<file path="src/hdl/ame_ram.sv">
// ----------------------------------------------------------------------------
// ame_ram
// Generic single write port, single read port RAM with registered read data.
// ----------------------------------------------------------------------------
module ame_ram #(
    parameter int  WIDTH = 8,
    parameter int  DEPTH = 16,
    localparam int AW    = $clog2(DEPTH)
) (
    input  logic             i_clk,
    input  logic             i_we,
    input  logic [AW-1:0]    i_waddr,
    input  logic [WIDTH-1:0] i_wdata,
    input  logic             i_re,
    input  logic [AW-1:0]    i_raddr,
    output logic [WIDTH-1:0] o_rdata
);

    logic [WIDTH-1:0] r_mem [DEPTH];
    logic [WIDTH-1:0] r_rdata;

    always_ff @(posedge i_clk) begin
        if (i_we) begin
            r_mem[i_waddr] <= i_wdata;
        end
        if (i_re) begin
            r_rdata <= r_mem[i_raddr];
        end
    end

    assign o_rdata = r_rdata;

endmodule

</file>
<file path="config.mk">
export PLATFORM = sky130hd
export DESIGN_NAME = ame_ram
export DESIGN_NICKNAME = d
export VERILOG_FILES = /design/src/hdl/ame_ram.sv
export SDC_FILE = /design/constraint.sdc
export NUM_CORES = 1
export LEC_CHECK = 0
export BUFFER_PORTS_ARGS = -buffer_cell sky130_fd_sc_hd__buf_2
export CAP_MARGIN = 20
export CORE_MARGIN = 4
export CORE_UTILIZATION = 60
export DETAILED_ROUTE_END_ITERATION = 7
export GPL_TIMING_DRIVEN = 0
export PLACE_DENSITY = 0.85
export SLEW_MARGIN = 20
export SYNTH_ARGS = -nofsm -noshare
export SYNTH_HDL_FRONTEND = slang
export SYNTH_SLANG_ARGS = --single-unit
</file>
<file path="constraint.sdc">
create_clock -name i_clk -period 2.05 [get_ports i_clk]
set_input_delay 0.205 -clock i_clk [delete_from_list [all_inputs] [get_ports i_clk]]
set_output_delay 0.205 -clock i_clk [all_outputs]
set_load 0.005 [all_outputs]
</file>
### After elaboration in Yosys (flattened, before gate mapping)

Memory sizes are Yosys's and may differ from the RTL's. A register that Yosys moved wholly into a read port is not among the register bits.
Cells that the tools add are included.

| cells by class | value |
|---|---|
| muxes and demuxes | 2 |

Operators with widths:

| operator | count |
|---|---|
| two-way mux 1 bit | 2 |

| word-level totals | value |
|---|---|
| flip-flop bits (word level) | 0 |
| memory bits (writable) | 128 |
| input port bits | 19 |
| output and inout bits | 8 |
| logic and storage cells | 3 |
| memories | 1 |

Memories:

| name | words | bits a word | read ports | clocked after Yosys merged registers in | wr ports | line | source |
|---|---|---|---|---|---|---|---|
| r_mem | 16 | 8 | 1 | 1 | 1 | 19 | `logic [WIDTH-1:0] r_mem [DEPTH];` |

### Longest topological paths before layout

| logic depth | value |
|---|---|
| depth in word-level cells | 2 |
| depth in mapped cells | 5 |
| mapped depth without buffers | 3 |

### Least setup slack after synthesis

Ideal clock, no wire load.

| path | value |
|---|---|
| kind | input to register |
| from | input port i_waddr[2] |
| to | memory r_mem[0][0], enable pin |
| library setup time | 0.383 ns |
| data arrival time | 1.315 ns |
| required time | 1.667 ns |
| path slack | 0.352 ns |
| cell stages on the path | 2 |
| path buffers | 0 |
| cell sequence | or3b_2 > nor3_1 |

RTL lines:

| element | line | source |
|---|---|---|
| from (decl) | 12 | `input logic [AW-1:0] i_waddr,` |
| to (decl) | 19 |  |

Straight into the memory's write port.

==> run_results.csv <==
group,metric,value,unit
critical_path,required,2.28,ns
clock_network,cts_root_buf,"clkbuf_8",
logic_synthesis,synth.avg_cell_area,22.8,µm²
final_layout,mostFrequentLayoutCell,"edfxtp_1",
timing,maxSlewViolCount,0,
final_layout,multi_input_area,1070,µm²
final_layout,drive_above_1_share,28.6,%
global_routing,grt_pass1_vias,2484,
critical_path,crit_arrival,1.79,ns
placement,pre_cts_ws,0.158,ns
timing,max_freq,644,MHz
routing,ant_nets,0,
timing,rsz0062_at_grt,"no",
power,p_clk_share,44.4,%
timing,fin_ws,0.497,ns
routing,drt-total-wl,10.3,mm
power,p_leak,2.02,nW
timing,worst_pin_slew,0.818,ns
placement,io_buffers,25,
timing,finalSetupTns,0,ns
floorplan,die_area,10300,µm²
routing,vias,2571,
timing,hold_viol,0,
power,power_density,1030,nW/µm²
routing,drcViolationCount,0,
timing,min_period,1.55,ns
floorplan,dieWidth,101,µm
logic_synthesis,netlist_instances,229,
floorplan,initial_core_util,62.7,%
routing,first_pass_iters,6,
global_routing,antenna_found_initial,0,
final_layout,layout.nets,293,
logic_synthesis,syn_nets,248,
clock_network,htree_levels,4,
power,ir_drop,797,µV
routing,met2_length,5.04,mm
logic_synthesis,ys_warn_count,0,
power,swShare,19.9,%
power,p_int,4.96,mW
clock_network,postCtsSetupRepairBufs,0,
final_layout,antenna_cells,0,
run,max_cap_viol_count,0,
final_layout,nFillCells,471,
clock_network,numCtsBuffers,17,
clock_network,clockBufferDepth,2,
clock_network,cts_hold_buf,0,
power,p_comb_share,4.8,%
final_layout,final_cell_mix,"136 x edfxtp_1, 29 x buf_2, 18 x mux4_2",
power,p_switching,1.24,mW
floorplan,ios,27,
timing,fin_skew,0.00715,ns
critical_path,critPathCaptureType,"register",
final_layout,fin_area,6040,µm²
logic_synthesis,synth_cell_types,18,
routing,wl_met3,919,µm
timing,min_period_over_period,75.8,%
critical_path,critPathKind,"register to register",
floorplan,coreArea,8340,µm²
placement,place_hpwl,6.02,mm
routing,wl_per_cell,26.2,µm
critical_path,critPathMaxFanout,1,
timing,setup_viol,0,
placement,post_dp_cell_area,5500,µm²
global_routing,grt_max_degree,17,
global_routing,grt_pass1_wl,15.4,mm
run_status,status,"finished, final reports clean",
floorplan,placementRows,33,
clock_network,cts_sinks,136,
worst_hold_path,hold_path.class,"input port to register",
timing,slew_headroom,45.2,%
logic_synthesis,ys_seq_area_share,78.1,%
global_routing,overflow,0,
routing,maxUsedRoutingLayer,"met4",
routing,wl_met1,4.15,mm
clock_network,clk_pin_slew_worst_paths,0.06,ns
logic_synthesis,syn_area,5230,µm²
routing,first_iter_violations,305,
floorplan,die_h,101,µm
critical_path,startpoint_type,"register",
clock_network,clk_latency,0.50,ns
clock_network,cts_tree,"yes",
power,pwr-share-seq,50.8,%
clock_network,cts_resized,0,
final_layout,seqCellArea,4080,µm²
routing,avgViaCountPerCell,6.56,
placement,gp_congestion,0.755,
logic_synthesis,ys_ff_latch,136,
global_routing,track_usage,21.7,%
final_layout,syn2layout_area_growth,15.5,%
==> worst max-delay path, cell delays in order, from the launching register on <==
cell and delay (ns):
edfxtp_1 0.38, mux4_2 0.51, a22oi_1 0.25, nand2_1 0.14
==> cell families (layout without fill, tap and decap cells) <==
group,Yosys count,count (layout),share of synthesized area [%]
buf+inv,10,68,1.65
mux,32,32,14.8
compound gates,16,16,2.30
simple gates,35,35,3.14
flops,136,136,78.1
==> layout make-up <==
type / instances / area share [%]
buffer: 10 / 1.43
clock buffer: 21 / 7.11
clock inverter: 11 / 1.76
multi-input combinational: 83 / 17.8
sequential: 136 / 67.6
tap: 105 / 2.18
timing repair buffer: 26 / 2.15
==> Yosys cell counts <==
cell type        count  area share, %
nand2b_1             2           0.24
clkdlybuf4s25_2      3           0.57
nand2_1              9           0.65
nor2b_1              1           0.12
mux4_1              14            7.0
nor3_1               4           0.38
buf_4                1           0.14
mux4_2              18            7.8
edfxtp_1           136             78
or3b_2               1           0.17
a22oi_1             16            2.3
nor2_1              13           0.93
nand3b_1             2           0.29
and2_1               1           0.12
buf_2                3           0.29
nand3_1              1          0.096
and2b_1              1           0.14
buf_6                3           0.65
==> sequential cells by signal, summed over array words and instances, names as in the netlist <==
signal / cells
r_mem: 128
o_rdata: 8
==> final timing paths <==
| path | start | endpoint | slack, ns | cells after the start |
|---|---|---|---|---|
| setup / recovery | r_mem[7][7] | o_rdata[7] | 0.50 | 3 |
| hold / removal | i_re | o_rdata[6] | 0.05 | 1 |
| setup reg to reg | r_mem[7][7] | o_rdata[7] | 0.50 | 3 |
| hold reg to reg | r_mem[11][1] | o_rdata[1] | 0.78 | 3 |
==> power groups by stage <==
stage,registers (mW),clock network (mW),logic [mW]
finish,3.15,2.75,0.297
global placement,3.20,0,0.277
CTS,3.15,2.76,0.298
detailed placement,3.21,0,0.291
floorplan,3.20,0,0.158
global route,3.15,2.89,0.319
==> layer usage <==
layer	global-route usage (%)	vias up
met5	0	-
met4	6.65	0
met3	4.96	13
met2	33.6	175
met1	31.5	1309
li1	-	1074
==> stage by stage <==
| step | power (mW) | cells | hold slack, ns | utilization (%) |
|---|---|---|---|---|
| 6_report | 6.20 | 392 | 0.0457 | 72.4 |
| 5_1_grt | 6.37 | 392 | 0.0376 | 72.4 |
| 4_1_cts | 6.21 | 392 | 0.0425 | 72.4 |
| 3_5_place_dp | 3.50 | 360 | 0.564 | 65.9 |
| 3_3_place_gp | 3.48 | 359 | 0.539 | 65.8 |
| 2_1_floorplan | 3.36 | 229 | 0.304 | - |
No activity file was read; power rests on OpenSTA's default activity.
