[src/hdl/ame_pkg.sv]
// ----------------------------------------------------------------------------
// ame_pkg
// Shared types, constants and bit functions for the adjacency matrix engine.
// ----------------------------------------------------------------------------
package ame_pkg;

    localparam int MAX_VERTICES_DEF = 64;
    localparam int ROW_MAX          = 64;
    localparam int VC_W             = 7;
    localparam int V_W              = 6;
    localparam int TALLY_W          = 13;
    localparam int POP_W            = 7;

    typedef enum logic [2:0] {
        K_ADD    = 3'd0,
        K_REMOVE = 3'd1,
        K_CHECK  = 3'd2,
        K_DEGREE = 3'd3,
        K_NEIGH  = 3'd4,
        K_COUNT  = 3'd5,
        K_CLEAR  = 3'd6
    } t_kind;

    typedef enum logic [1:0] {
        ST_IDLE,
        ST_ROW,
        ST_SCAN,
        ST_SUM
    } t_state;

    typedef struct packed {
        logic                done;
        logic [TALLY_W-1:0]  total;
    } t_sum_stat;

    // adder tree, one level per loop
    function automatic logic [POP_W-1:0] f_popcount(logic [ROW_MAX-1:0] v);
        logic [1:0] s1 [32];
        logic [2:0] s2 [16];
        logic [3:0] s3 [8];
        logic [4:0] s4 [4];
        logic [5:0] s5 [2];
        for (int i = 0; i < 32; i++) s1[i] = 2'(v[2*i]) + 2'(v[2*i+1]);
        for (int i = 0; i < 16; i++) s2[i] = 3'(s1[2*i]) + 3'(s1[2*i+1]);
        for (int i = 0; i < 8; i++)  s3[i] = 4'(s2[2*i]) + 4'(s2[2*i+1]);
        for (int i = 0; i < 4; i++)  s4[i] = 5'(s3[2*i]) + 5'(s3[2*i+1]);
        for (int i = 0; i < 2; i++)  s5[i] = 6'(s4[2*i]) + 6'(s4[2*i+1]);
        return POP_W'(s5[0]) + POP_W'(s5[1]);
    endfunction

    // isolate the lowest set bit, then encode it
    function automatic logic [V_W-1:0] f_low_index(logic [ROW_MAX-1:0] v);
        logic [ROW_MAX-1:0] low;
        logic [V_W-1:0]     idx;
        low = v & (~v + ROW_MAX'(1));
        idx = '0;
        for (int k = 0; k < ROW_MAX; k++) begin
            if (low[k]) begin
                idx = idx | V_W'(k);
            end
        end
        return idx;
    endfunction

endpackage

[src/hdl/ame_sum.sv]
// ----------------------------------------------------------------------------
// ame_sum
// Edge count walker: reads the live rows one per cycle, popcounts each row in
// a register stage and accumulates the total.
// ----------------------------------------------------------------------------
module ame_sum #(
    parameter int  MAX_VERTICES = ame_pkg::MAX_VERTICES_DEF,
    localparam int AW           = $clog2(MAX_VERTICES)
) (
    input  logic                      i_clk,
    input  logic                      i_rst_n,
    input  logic                      i_start,
    input  logic                      i_ack,
    input  logic [ame_pkg::VC_W-1:0]  i_live,
    input  logic [MAX_VERTICES-1:0]   i_row,
    output logic                      o_rd_en,
    output logic [AW-1:0]             o_rd_addr,
    output ame_pkg::t_sum_stat        o_stat
);

    logic [ame_pkg::VC_W-1:0]    r_ptr;
    logic                        r_run;
    logic                        r_pend;
    logic                        r_pop_vld;
    logic [ame_pkg::POP_W-1:0]   r_pop;
    logic [ame_pkg::TALLY_W-1:0] r_total;
    logic                        r_done;
    logic                        rd_en;
    logic                        finish;

    assign rd_en  = r_run && (r_ptr < i_live);
    // all rows issued and the pipeline has drained
    assign finish = r_run && !rd_en && !r_pend && !r_pop_vld;

    always_ff @(posedge i_clk) begin
        if (!i_rst_n) begin
            r_ptr     <= '0;
            r_run     <= 1'b0;
            r_pend    <= 1'b0;
            r_pop_vld <= 1'b0;
            r_total   <= '0;
            r_done    <= 1'b0;
        end else begin
            r_pend    <= rd_en;
            r_pop_vld <= r_pend;
            if (i_start) begin
                r_ptr   <= '0;
                r_run   <= 1'b1;
                r_total <= '0;
                r_done  <= 1'b0;
            end else begin
                if (rd_en) begin
                    r_ptr <= r_ptr + ame_pkg::VC_W'(1);
                end
                if (r_pop_vld) begin
                    r_total <= r_total + ame_pkg::TALLY_W'(r_pop);
                end
                if (finish) begin
                    r_run  <= 1'b0;
                    r_done <= 1'b1;
                end else if (i_ack) begin
                    r_done <= 1'b0;
                end
            end
        end
    end

    always_ff @(posedge i_clk) begin
        r_pop <= ame_pkg::f_popcount(ame_pkg::ROW_MAX'(i_row));
    end

    assign o_rd_en      = rd_en;
    assign o_rd_addr    = r_ptr[AW-1:0];
    assign o_stat.done  = r_done;
    assign o_stat.total = r_total;

endmodule

[config.mk]
export PLATFORM = sky130hd
export DESIGN_NAME = ame_sum
export DESIGN_NICKNAME = d
export VERILOG_FILES = /design/src/hdl/ame_pkg.sv /design/src/hdl/ame_sum.sv
export SDC_FILE = /design/constraint.sdc
export NUM_CORES = 1
export LEC_CHECK = 0
export BUFFER_PORTS_ARGS = -buffer_cell sky130_fd_sc_hd__buf_2
export CORE_UTILIZATION = 38
export DETAILED_ROUTE_END_ITERATION = 10
export PLACE_DENSITY_LB_ADDON = 0.1
export SETUP_SLACK_MARGIN = 0.2
export SYNTH_ARGS = -nofsm -noshare
export SYNTH_HDL_FRONTEND = slang
export SYNTH_SLANG_ARGS = --single-unit
[constraint.sdc]
create_clock -name i_clk -period 8.6 [get_ports i_clk]
set_input_delay 0.43 -clock i_clk [delete_from_list [all_inputs] [get_ports i_clk]]
set_output_delay 0.43 -clock i_clk [all_outputs]
set_load 0.03 [all_outputs]
## Word-level counts from Yosys, hierarchy flattened

Cells that the tools add are included.

- Bits in registers: 31
- Input bits: 75
- Output and inout bits: 21
- Word-level logic and storage cells: 88

- Add/subtract/negate cells: 65
- Magnitude comparators: 1
- Muxes and demuxes: 4
- Bitwise logic cells: 1
- Reduce and logical (&&, ||, !) cells: 10

Operator list:

| cell | number |
|---|---|
| $add A1 B1 Y2 | 32 |
| $add A2 B2 Y3 | 16 |
| $add A3 B3 Y4 | 8 |
| $add A4 B4 Y5 | 4 |
| $add A13 B7 Y13 | 1 |
| $add A5 B5 Y6 | 2 |
| $add A6 B6 Y7 | 1 |
| $add A7 B1 Y7 const B | 1 |
| $lt A7 B7 Y1 | 1 |
| $logic_and A1 B1 Y1 | 4 |
| $mux W1 | 4 |
| $reduce_bool A2 Y1 | 2 |
| $logic_not A1 Y1 | 3 |
| $reduce_or A2 Y1 | 1 |
| $not A1 Y1 | 1 |

## Longest topological paths before layout

- Word-level depth: 8
- Mapped depth: 22
- Mapped depth without buffers: 22

## Least setup slack after synthesis

OpenSTA, ideal clock, no wires.

- Path kind: input port to flip-flop
- From: input port i_row[53]
- To: register r_pop[6] (netlist bit)
- Data arrival time: 5.659 ns
- Required time: 8.483 ns
- Path slack: 2.824 ns
- Stages on the path: 21
- Path buffers: 0
- Path through: fa_1 > inv_1 > fa_1 > inv_1 > fa_1 > inv_1 > fa_1 > inv_1 > fa_1 > inv_1 > fa_1 > fa_1 > fa_1 > inv_1 > ha_1 > fa_1 > a21o_1 > a21oi_1 > nor2b_1 > o21ai_0 > nand2b_1

- Word-level cells in the longest chain between the ends: 6

Ends and longest elaborated chain:

| what | RTL line | RTL |
|---|---|---|
| from (decl) | ame_sum.sv:15 | `input logic [MAX_VERTICES-1:0] i_row,` |
| $add A1 B1 Y2 | ame_pkg.sv:43 | `for (int i = 0; i < 32; i++) s1[i] = 2'(v[2*i]) + 2'(v[2*i+1]);` |
| $add A2 B2 Y3 | ame_pkg.sv:44 | `for (int i = 0; i < 16; i++) s2[i] = 3'(s1[2*i]) + 3'(s1[2*i+1]);` |
| $add A3 B3 Y4 | ame_pkg.sv:45 | `for (int i = 0; i < 8; i++) s3[i] = 4'(s2[2*i]) + 4'(s2[2*i+1]);` |
| $add A4 B4 Y5 | ame_pkg.sv:46 | `for (int i = 0; i < 4; i++) s4[i] = 5'(s3[2*i]) + 5'(s3[2*i+1]);` |
| $add A5 B5 Y6 | ame_pkg.sv:47 | `for (int i = 0; i < 2; i++) s5[i] = 6'(s4[2*i]) + 6'(s4[2*i+1]);` |
| $add A6 B6 Y7 | ame_pkg.sv:48 | `return POP_W'(s5[0]) + POP_W'(s5[1]);` |
| to (signal assigned) | ame_sum.sv:69 | `r_pop <= ame_pkg::f_popcount(ame_pkg::ROW_MAX'(i_row));` |
| to (decl) | ame_sum.sv:25 | `logic [ame_pkg::POP_W-1:0] r_pop;` |

Every way passes these cells.
A chain may end at the register's enable or synchronous reset.

## Final worst setup path

- From: input port i_row[17]
- To: register r_pop[6] (netlist bit)

Same word-level chain as after synthesis.

==> flow_summary.toml <==
[finish]
most_common_cell_after_layout_fill_and_taps_aside = "buf_2"
nets = 593
layout.cell_area.non_filler_sq_mm = 0.00392
diodes = 0
layout.cells.most_common_list = "buf_2, inv_1, fa_1, dfxtp_1, ha_1"
flow.area_growth_from_synthesis_pct = 18.4
post_layout_nonfiller_instances = 540
drive_above_1_share_pct = 25.3

[critical_path]
endpoint_kind = "flop"
worst_r2r_endpoint = "r_total[12]"
ff2ff_path_depth = 8
reg2reg_setup_slack_ps = 6380
critPathMaxFanout = 2
cp_data_arrival_time_ps = 5920
worst_r2r_startpoint = "r_total[0]"
cp-startpoint = "i_row[17]"
endpoint_of_the_most_critical_setup_path = "r_pop[6]"
crit_type = "in -> reg"
critical_path_required_time_ps = 8770
setup.worst_path.start_class = "input pin"

[cts]
clock_latency_ps = 280
cts.sink_count = 31
cts_resized = 0
worst_setup_hold_path_clk_slew_ps = 60
clock-root-buffer = "clkbuf_8"
cts_buffers = 5
postCtsHoldBufs = 0
tritoncts = "done"
cts.htree.levels = 2
clock_tree.buffer_depth = 2
total_setup_buffers_inserted_after_cts = 0

[synth]
yosysWarnings = 0
synth_seq_area_share_pct = 18.8
dominantRegCellSynth = "dfxtp_1"
synth.avg_cell_area_sq_um = 9.62
ys_async_sr_fraction_pct = 0
synth_seq_cells = 31
post_synthesis_cells = 344
ys_types = 42
synth_fp_nets = 503
synth-edff-count = 0
netlist_area_sq_mm = 0.00331

[placed_design]
dp_hpwl_um = 5110
preCtsSetupSlack_ps = 2520
io_buffer_count = 95
detailed_place.area_sq_mm = 0.00384
placed_cells_incl_taps = 532
finalWeightedCongestion = 0.773

[worst_hold_path]
type_of_the_tightest_min_delay_check = "in -> reg"

[timing]
tightestPinTransition_ps = 717
fmax_ghz = 0.174
rsz0062_at_grt = "no"
slew_violations = 0
setup_total_negative_slack_ps = 0
final.period_utilization_pct = 66.9
worst_clock_skew_ps = 5.29
min_period_ps = 5750
timing.final.setup_violations = 0
hold_violations = 0
worst_slew_margin_relative_to_its_limit_pct = 52.2
fin_ws_ps = 2850

[routing]
wirelength_um = 5780
vias_after_detailed_routing = 2423
drc = 0
drt_pre_antenna_iters = 4
route.antenna.remaining_nets = 0
viasPerCell = 4.49
dr.first_iter.drc_count = 38
wirelength_per_cell_um = 10.7

[floorplan]
core_region_area_sq_mm = 0.00834
floorplan.initialDensity_pct = 39.7
i_o_pin_count = 96
die_h_um = 95.3
die_area_sq_mm = 0.00908
fp.dieW_um = 95.3
core.rowCount = 33

[job]
max-cap-violations = 0

[grt]
overflow = 0
grt_pass1_vias = 2245
initial_antenna_violation_count = 0
grt_start_max_net_pins = 18
grt_first_pass_wirelength_um = 9520
grt_use_total_pct = 13.6

[status]
run_status = "complete, no violations"
## final cells by class
cell class / count / area, sq um
Sequential cell: 31 / 621
Multi-Input combinational cell: 209 / 2260
Inverter: 92 / 345
Fill cell: 824 / 4420
Timing Repair Buffer: 95 / 475
Clock inverter: 1 / 5.00
Tap cell: 105 / 131
Clock buffer: 7 / 76.3
## layer usage
metal	vias up	part of all wire, %	wire, um	track usage, %
met2	52	47	2740	20.4
met4	0	1.1	66	3.79
li1	1227	-	-	-
met5	-	0	0	0
met3	8	4.5	261	3.03
met1	1136	47	2710	19.5
## state kept, by name, summed over array words and instances, names as in the netlist
register	flops
r_pend	1
r_done	1
r_pop	7
r_ptr	7
r_run	1
r_total	13
r_pop_vld	1
## metrics by stage
stage | util (%) | hold WS [ps]
finish | 47.0 | 372
detailed placement | 46.0 | 452
CTS | 47.0 | 364
floorplan | - | 431
global placement | 46.0 | 453
global route | 47.0 | 364
## cells by family (layout without fill, tap and decap cells)
group           Yosys count  after routing  share of synthesized area [%]
flops                    31             31                           18.8
buf+inv                 104            195                           12.8
simple gates             60             60                           9.91
compound gates           48             48                           9.61
mux                       4              4                           1.21
xor+xnor                 13             13                           3.44
fa+ha+maj                84             84                           44.3
## critical path: stages
cell,delay (ps)
buf_2,110
fa_1,520
inv_1,50
fa_1,500
inv_1,60
fa_1,480
inv_1,50
fa_1,470
fa_1,500
fa_1,530
fa_1,430
fa_1,500
inv_1,40
ha_1,200
fa_1,400
a21o_1,170
a21oi_1,210
nor2b_1,70
o21ai_0,140
nand2b_1,60
## cell usage after synthesis (all sizes together), types with 5 or more instances
master / number / area, sq um
or3: 5 / 35.0
nor2: 19 / 71.3
o21ai: 15 / 75.1
fa: 55 / 1100
buf: 9 / 67.6
inv: 92 / 345
a211oi: 5 / 55.1
a21oi: 13 / 65.1
dfxtp: 31 / 621
xor2: 8 / 70.1
nand3: 5 / 25.0
nand2: 5 / 18.8
ha: 29 / 363
nand2b: 7 / 51.3
xnor2: 5 / 43.8
## how the worst min path moves through the flow
stage                     startpoint        end  slack, ps  cells past startpoint
final                       i_row[2]   r_pop[0]        370                      2
after global routing        i_row[2]   r_pop[0]        360                      2
after CTS                   i_row[2]   r_pop[0]        360                      2
after detailed placement      r_pend  r_pop_vld        450                      1
after global placement        r_pend  r_pop_vld        450                      1
after floorplan               r_pend  r_pop_vld        430                      1
Power is not shown: default switching activity piles up to over one toggle a cycle in this logic, so the estimate is an artifact.
